### config.mk
export PLATFORM = sky130hd
export DESIGN_NAME = two_way_traffic_light_sequencer
export DESIGN_NICKNAME = d
export VERILOG_FILES = /design/src/hw/rtl/twtls_pkg.sv /design/src/hw/rtl/two_way_traffic_light_sequencer.sv
export SDC_FILE = /design/constraint.sdc
export NUM_CORES = 1
export LEC_CHECK = 0
export BUFFER_PORTS_ARGS = -buffer_cell sky130_fd_sc_hd__buf_2
export CAP_MARGIN = 20
export CORE_ASPECT_RATIO = 1.75
export CORE_MARGIN = 2
export CORE_UTILIZATION = 40
export DETAILED_ROUTE_END_ITERATION = 16
export PLACE_DENSITY = 0.57
export SLEW_MARGIN = 20
export SYNTH_ARGS = -nofsm -noshare
export SYNTH_HDL_FRONTEND = slang
export SYNTH_SLANG_ARGS = --single-unit
export TNS_END_PERCENT = 5
### constraint.sdc
create_clock -name aclk -period 7.1 [get_ports aclk]
set_input_delay 0.355 -clock aclk [delete_from_list [all_inputs] [get_ports aclk]]
set_output_delay 0.355 -clock aclk [all_outputs]
set_load 0.005 [all_outputs]
### src/hw/rtl/twtls_pkg.sv
// Shared types and constants for the two-way traffic light sequencer.
package twtls_pkg;

    localparam int unsigned COUNT_W = 18;
    localparam int unsigned SECS_W  = 8;
    localparam int unsigned CFG_IDX_W = 8;

    typedef enum logic [1:0] {
        PH_ALL_RED   = 2'd0,
        PH_YELLOW    = 2'd1,
        PH_GREEN_ONE = 2'd2,
        PH_GREEN_TWO = 2'd3
    } phase_t;

    typedef enum logic [CFG_IDX_W-1:0] {
        CFG_GREEN_ONE = 8'd0,
        CFG_GREEN_TWO = 8'd1,
        CFG_YELLOW    = 8'd2,
        CFG_ALL_RED   = 8'd3
    } cfg_idx_t;

    typedef struct packed {
        logic one_green;
        logic one_yellow;
        logic one_red;
        logic two_green;
        logic two_yellow;
        logic two_red;
    } lamps_t;

    localparam logic [SECS_W-1:0] GREEN_ONE_RST = 8'd10;
    localparam logic [SECS_W-1:0] GREEN_TWO_RST = 8'd10;
    localparam logic [SECS_W-1:0] YELLOW_RST    = 8'd3;
    localparam logic [SECS_W-1:0] ALL_RED_RST   = 8'd2;

endpackage

### src/hw/rtl/two_way_traffic_light_sequencer.sv
// Top level of the two-way traffic light sequencer: phase timer, sequencer and beat registers.
// Every input beat (one tick flag) yields one result beat carrying the lamps of the phase in
// force and the phase that follows. A beat is taken every clock cycle unless a full result
// register waits on m_ready; a beat passes the input register, then the result register; the
// combinational path between them is the tick counter increment and its compare against the
// phase duration times TICKS_PER_SECOND. Phase durations are written through the configuration
// channel, which is always ready; writes to indexes beyond the four registers are dropped.
module two_way_traffic_light_sequencer
    import twtls_pkg::*;
#(
    parameter int unsigned TICKS_PER_SECOND = 1000
) (
    input  logic                 aclk,
    input  logic                 aresetn,
    input  logic                 s_valid,
    output logic                 s_ready,
    input  logic                 s_tick,
    output logic                 m_valid,
    input  logic                 m_ready,
    output logic                 m_lamp_one_green,
    output logic                 m_lamp_one_yellow,
    output logic                 m_lamp_one_red,
    output logic                 m_lamp_two_green,
    output logic                 m_lamp_two_yellow,
    output logic                 m_lamp_two_red,
    output logic [1:0]           m_next_phase,
    input  logic                 cfg_valid,
    output logic                 cfg_ready,
    input  logic [CFG_IDX_W-1:0] cfg_index,
    input  logic [SECS_W-1:0]    cfg_data
);

    localparam int unsigned LIMIT_W = SECS_W + $clog2(TICKS_PER_SECOND + 1);

    logic [SECS_W-1:0]  green_one_reg, green_two_reg, yellow_reg, all_red_reg;
    phase_t             phase_reg, phase_next;
    logic [1:0]         step_reg, step_next;
    logic [COUNT_W-1:0] count_reg, count_next, count_inc;
    logic               in_valid_reg, in_tick_reg;
    logic               out_valid_reg;
    lamps_t             lamps_reg, lamps_cur;
    phase_t             next_phase_reg;
    logic               advance;
    logic [SECS_W-1:0]  secs;
    logic [LIMIT_W-1:0] limit;
    logic               expired;

    assign cfg_ready = 1'b1;
    assign advance   = in_valid_reg && (!out_valid_reg || m_ready);
    assign s_ready   = !in_valid_reg || advance;

    always_ff @(posedge aclk) begin
        if (!aresetn) begin
            green_one_reg <= GREEN_ONE_RST;
            green_two_reg <= GREEN_TWO_RST;
            yellow_reg    <= YELLOW_RST;
            all_red_reg   <= ALL_RED_RST;
        end else if (cfg_valid) begin
            case (cfg_index)
                CFG_GREEN_ONE: green_one_reg <= cfg_data;
                CFG_GREEN_TWO: green_two_reg <= cfg_data;
                CFG_YELLOW:    yellow_reg    <= cfg_data;
                CFG_ALL_RED:   all_red_reg   <= cfg_data;
                default: ;
            endcase
        end
    end

    always_comb begin
        case (phase_reg)
            PH_ALL_RED:   secs = all_red_reg;
            PH_YELLOW:    secs = yellow_reg;
            PH_GREEN_ONE: secs = green_one_reg;
            default:      secs = green_two_reg;
        endcase
        limit     = LIMIT_W'(secs) * LIMIT_W'(TICKS_PER_SECOND);
        count_inc = count_reg + COUNT_W'(1);
        expired   = count_inc >= COUNT_W'(limit);
    end

    // next state
    always_comb begin
        phase_next = phase_reg;
        step_next  = step_reg;
        count_next = count_reg;
        if (in_tick_reg) begin
            count_next = count_inc;
            if (expired) begin
                count_next = '0;
                if (phase_reg == PH_YELLOW) begin
                    case (step_reg)
                        2'd0:    phase_next = PH_GREEN_ONE;
                        2'd2:    phase_next = PH_GREEN_TWO;
                        default: phase_next = PH_ALL_RED;
                    endcase
                    step_next = step_reg + 2'd1;
                end else begin
                    phase_next = PH_YELLOW;
                end
            end
        end
    end

    // outputs
    always_comb begin
        lamps_cur            = '0;
        lamps_cur.one_green  = (phase_reg == PH_GREEN_ONE);
        lamps_cur.one_yellow = (phase_reg == PH_YELLOW);
        lamps_cur.one_red    = (phase_reg == PH_ALL_RED) || (phase_reg == PH_GREEN_TWO);
        lamps_cur.two_green  = (phase_reg == PH_GREEN_TWO);
        lamps_cur.two_yellow = 1'b0;
        lamps_cur.two_red    = (phase_reg != PH_GREEN_TWO);
    end

    always_ff @(posedge aclk) begin
        if (!aresetn) begin
            in_valid_reg  <= 1'b0;
            out_valid_reg <= 1'b0;
            phase_reg     <= PH_ALL_RED;
            step_reg      <= 2'd0;
            count_reg     <= '0;
        end else begin
            if (s_ready) begin
                in_valid_reg <= s_valid;
            end
            if (advance) begin
                out_valid_reg <= 1'b1;
                phase_reg     <= phase_next;
                step_reg      <= step_next;
                count_reg     <= count_next;
            end else if (m_ready) begin
                out_valid_reg <= 1'b0;
            end
        end
    end

    always_ff @(posedge aclk) begin
        if (s_valid && s_ready) begin
            in_tick_reg <= s_tick;
        end
        if (advance) begin
            lamps_reg      <= lamps_cur;
            next_phase_reg <= phase_next;
        end
    end

    assign m_valid           = out_valid_reg;
    assign m_lamp_one_green  = lamps_reg.one_green;
    assign m_lamp_one_yellow = lamps_reg.one_yellow;
    assign m_lamp_one_red    = lamps_reg.one_red;
    assign m_lamp_two_green  = lamps_reg.two_green;
    assign m_lamp_two_yellow = lamps_reg.two_yellow;
    assign m_lamp_two_red    = lamps_reg.two_red;
    assign m_next_phase      = next_phase_reg;

endmodule
---- Word level (Yosys, flattened, before mapping) ----
Cells that the tools add are included.
storage, ports and cells
  bits in registers ....................... 64
  bits in latches ......................... 0
  RAM bits ................................ 0
  bits in read-only memories .............. 0
  input bits .............................. 22
  output and inout port bits .............. 11
  word-level logic and storage cells ...... 53
  memories kept ........................... 0
operators by class
  $add $sub $neg .......................... 2
  multiply operators ...................... 1
  divide/modulo/power cells ............... 0
  $lt $le $gt $ge ......................... 1
  eq/ne operators ......................... 8
  shift-type cells ........................ 0
  multiplexer cells ....................... 8
  bitwise logic cells ..................... 0
  reduce and logical (&&, ||, !) cells .... 17
operators by type and width
  kind                                                 count
  case mux 8 bit (3 select lines)                      1
  adder 18 x 1 -> 18 bit, second input constant        1
  greater-or-equal comparator 18 bit                   1
  two-way mux 18 bit                                   1
  equality test 8 x 2 -> 1 bit, second input constant  2
  multiplier 8 x 7 -> 15 bit, second input constant    1
  AND reduction 2 bit                                  5
  equality test 8 x 1 -> 1 bit, second input constant  1
  zero test 8 bit                                      1
  equality test 2 bit, second input constant           3
  two-way mux 2 bit                                    3
  zero test 2 bit                                      2
  case mux 2 bit (2 select lines)                      1
  AND reduction 4 bit                                  1
  logical OR 1 bit                                     3
  adder 2 x 1 -> 2 bit, second input constant          1
  equality test 2 x 1 -> 1 bit, second input constant  1
  logical AND 1 bit                                    2
  zero test 1 bit                                      2
  two-way mux 1 bit                                    2
  inequality test 2 bit, second input constant         1
  nonzero test 2 bit                                   1

---- Longest topological paths before layout ----
  depth in word-level cells ............... 6
  gate-level depth with buffers ........... 30
  gate-level depth less buffers ........... 28

---- Worst setup path after synthesis ----
OpenSTA, ideal clock, no wires.
  path kind ............................... register to register
  start point ............................. register phase_reg[1]
  end point ............................... register next_phase_reg[0] (netlist: m_next_phase[0]) (data pin)
  library setup time ...................... 0.266 ns
  arrival time ............................ 5.963 ns
  setup slack ............................. 0.871 ns
  stages on the path, launching flop included .. 24
  period minus slack after synthesis ...... 6.229 ns
  cells stage by stage .................... dfxtp_1 > ha_1 > inv_1 > clkbuf_1 > mux2_2 > inv_1 > fa_1 > fa_1 > fa_1 > fa_1 > inv_1 > ha_1 > o21ai_0 > a21oi_1 > or4_1 > a31o_1 > a21oi_1 > xor2_1 > ha_1 > nand2_1 > o21ai_1 > o21ai_0 > nor3b_1 > a21oi_1
between the ends
  word-level cells in the longest chain between the ends .. 6
RTL lines
  item                                         RTL line                                text
  start, declared                              two_way_traffic_light_sequencer.sv:36   phase_t phase_reg, phase_next;
  start signal, assigned                       two_way_traffic_light_sequencer.sv:128  phase_reg <= phase_next;
  equality test 2 bit (tied with other cells)  two_way_traffic_light_sequencer.sv:70   case (phase_reg)
  case mux 8 bit (3 select lines)              two_way_traffic_light_sequencer.sv:70
  multiplier 8 x 7 -> 15 bit                   two_way_traffic_light_sequencer.sv:76   limit = LIMIT_W'(secs) * LIMIT_W'(TICKS_PER_SECOND);
  greater-or-equal comparator 18 bit           two_way_traffic_light_sequencer.sv:78   expired = count_inc >= COUNT_W'(limit);
  two-way mux 2 bit (*)                        two_way_traffic_light_sequencer.sv:88   if (expired) begin
  two-way mux 2 bit (*)                        two_way_traffic_light_sequencer.sv:86   if (in_tick_reg) begin
  named net phase_next[0]                      two_way_traffic_light_sequencer.sv:36
  end signal, assigned                         two_way_traffic_light_sequencer.sv:143  next_phase_reg <= phase_next;
  end, declared                                two_way_traffic_light_sequencer.sv:42   phase_t next_phase_reg;
The timed path passes the listed nets; every way through them passes the cells marked *.
A chain may end at the register's enable or synchronous reset.

==> results.md <==
- Req. time, crit path: roughly 7400 ps
- Slowest stage delay, CP: between 500 and 600 ps
- Detail Placement HPWL: 8280 µm
- Wire length per cell: 15.4 µm
- RSZ-0062 raised after global routing: no
- Top cell type's share of synthesized area: a little under a quarter
- Vias/cell: between 5 and 6
- Max reg flops: 18
- Setup Skew: between 8 and 9 ps
- Least-Margin Pin Slew: roughly 900 ps
- Reg clk slew, reported paths: around 60 ps
- Ratio of final minimum period to clock period: ~94%
- Total inserted antenna cells: 0
- Root buffer cell: clkbuf_16
- Die area: about 0.013 mm²
- Sequential fraction of design power: around two fifths
- Row count: 53
- CP endpoint: count_reg[17]$_SDFFE_PN0P_
- Starting Density: around 40%
- Rel. slew slack: between 30% and 40%
- Die Span Y: approximately 150 µm
- Pin count of the biggest net entering global routing: 47
- FMAX: between 150 and 200 MHz
- I/O Buffers: 30
- Max_cap viols: 0
- Reg2Reg Setup Slack: 460 ps
- Initial antenna violation count: 0
- Dominant cell type by area after synthesis: dfxtp_1
- Worst r2r path cells: 28
- Register Area: approximately 0.0014 mm²
- Synth unique cells: between 50 and 60
- GR Util All Layers: 17.2%
- Leak: ~2.5 nW
- Io pins: 33
- Path type of the worst setup path: flop to flop
- HP Start: s_tick
- Post-Route WL: about 11,000 µm
- Logic pwr share: between 3 and 4%
- Max IR drop VDD: about 0.11 mV
- Met1 usage: around 17%
- Worst path arrival time: around 6900 ps
- CP startpoint: phase_reg[0]$_SDFFE_PN0P_
- CP Max Fanout: 9
- Final setup margin: 456 ps
- Register area share after synthesis: ~28%
- Layer with the highest usage: met2
- Synth top area cells: dfxtp_1 (23%), ha_1 (16%), fa_1 (8.7%)
- Setup violators final: 0
- Yosys warnings: 0
- Met2 Use GR: 33.8%
- Core area: 0.0119 mm²
- Global routing usage on met3: around 3.4%
- Mean Syn Cell Area: around 9.4 µm²
- Clock Tree Buf Depth: 2
- PnR Total Power: just over 0.9 mW
- EDFF count, synth: 8
- CP Capture Type: flop
- Fin Hold WS: ~200 ps
- Sw Share: between 20% and 30%
- Syn Inst Count: 514
- Detailed Route Iter0 Violations: 118
- Min Tclk post-route: around 6600 ps
- Share of cells above drive strength 1: between 10% and 20%
- Primary FF master, synth: dfxtp_1
- Drt pass-1 iters: 5
- Pwr Density: 171 mW/mm²
- Post-route DRC: 0
- Worst setup SP type: flop
- GRT overflow: 0
- Int Pwr: roughly 0.74 mW
- Worst R2R Start: phase_reg[0]$_SDFFE_PN0P_
- Vias in the first global route: roughly 3,600
- Final ANT Viol Nets: 0
- Status: complete, no violations
- Die width: a little under 90 µm
- # fillers: about 1,200
- Setup total negative slack: 0 ps
- TritonCTS clock tree: built
- Hold_buf cts: 0
- NetSw: approximately 0.20 mW
- Worst skew pair latency: roughly 340 ps
- P&R area growth vs syn: 13.3%
- Via count: around 3,600
- Final core utilization: between 40% and 50%
- Worst flop-to-flop path endpoint: count_reg[17]$_SDFFE_PN0P_
- Multi-input logic area: around 0.0032 mm²
- Async set-reset flop share out of synthesis: 0%
- Most frequent cell after synthesis: ha_1
- Commonest cells in the netlist: ha_1 (61), dfxtp_1 (56), nand2_1 (54), inv_1 (50), mux2i_1 (38)
- Seq cells post-synth: 64
- Hold Fails Final Rpt: 0
- Hold WC Path Type: input pin to flop
- Pre-CTS WS: between 150 and 200 ps
- Syn_nets: slightly above 600
- Final nets: about 650
- Critical-path cell with the highest stage delay: fa_1
- Clk pwr share: roughly 56%
- Clock buffer count from CTS: 9
- First-pass GRT wire length: about 17,000 µm
- Mapped Area: ~0.0048 mm²
- Fin. max-slew vios: 0
- Clock sink total: 64
- H-tree lvl count: 3
- GPL Wtd Cong: 0.760
how the worst min path moves through the flow:
stage | end | slack (ps) | depth (start not counted)
after floorplan | step_reg[0]$_SDFFE_PN0P_ | 430 | 2
after global placement | step_reg[0]$_SDFFE_PN0P_ | 440 | 2
after detailed placement | step_reg[0]$_SDFFE_PN0P_ | 450 | 2
after CTS | in_tick_reg$_DFFE_PP_ | 190 | 1
after global routing | in_tick_reg$_DFFE_PP_ | 190 | 1
final | in_tick_reg$_DFFE_PP_ | 200 | 1
kinds of logic after synthesis:
logic type / count (synthesis) / share of synthesized area, %
xor gates and xnor gates: 24 / 4.36
and+or+nand+nor: 152 / 17.0
adders and majority gates: 82 / 24.6
DFF: 64 / 28.2
other: 2 / 0.156
muxes: 44 / 9.29
buffers and inverters: 71 / 6.13
AOI/OAI and AO/OA: 75 / 10.2
metal layers:
layer | wire (µm) | share of wire (%)
met1 | 4020 | 38
met2 | 5990 | 57
met3 | 276 | 2.6
met4 | 239 | 2.3
met5 | 0 | 0
power by group through the flow:
| stage | Sequential (mW) | Clock (mW) | Combinational, mW |
|---|---|---|---|
| 2_1_floorplan | 0.378 | 0 | 0.0216 |
| 3_3_place_gp | 0.379 | 0 | 0.0352 |
| 3_5_place_dp | 0.379 | 0 | 0.0361 |
| 4_1_cts | 0.371 | 0.538 | 0.0363 |
| 5_1_grt | 0.371 | 0.552 | 0.0399 |
| 6_report | 0.371 | 0.528 | 0.0359 |
critical path: cells and delay by family (launching register included):
kind / cells / cell delay, ps
simple gates: 4 / 710
mux: 1 / 390
fa+ha+maj: 7 / 2500
xor+xnor: 1 / 220
compound gates: 9 / 1650
flops: 1 / 370
buf+inv: 6 / 740
cell type report:
cell class	count	area share [%]
Multi-Input combinational cell	379	58.2
Sequential cell	64	24.9
Clock buffer	10	4.38
Timing Repair Buffer	37	3.71
Inverter	50	3.51
Tap cell	137	3.14
Clock inverter	6	2.11
stage by stage:
| step | cells | cell area (µm²) |
|---|---|---|
| floorplan | 514 | 4820 |
| detailed placement | 664 | 5060 |
| CTS | 680 | 5420 |
| global route | 683 | 5460 |
| finish | 683 | 5460 |
| global placement | 664 | 5060 |
layout by cell type (no fill, tap or decap), types with 13 or more instances in the layout:
master and n:
ha_1 59, dfxtp_1 56, nand2_1 54, inv_1 49, mux2i_1 37, nor2b_1 30
buf_2 30, a21oi_1 22, fa_1 21, nor2_1 16, xnor2_1 14, nand3_1 13
timing repair:
| action | CTS | global route |
|---|---|---|
| setup buffers | 0 | 3 |
| resized for setup | 0 | 6 |
| setup endpoints to repair | 0 | 24 |
Power figures use the tool's default switching activity.
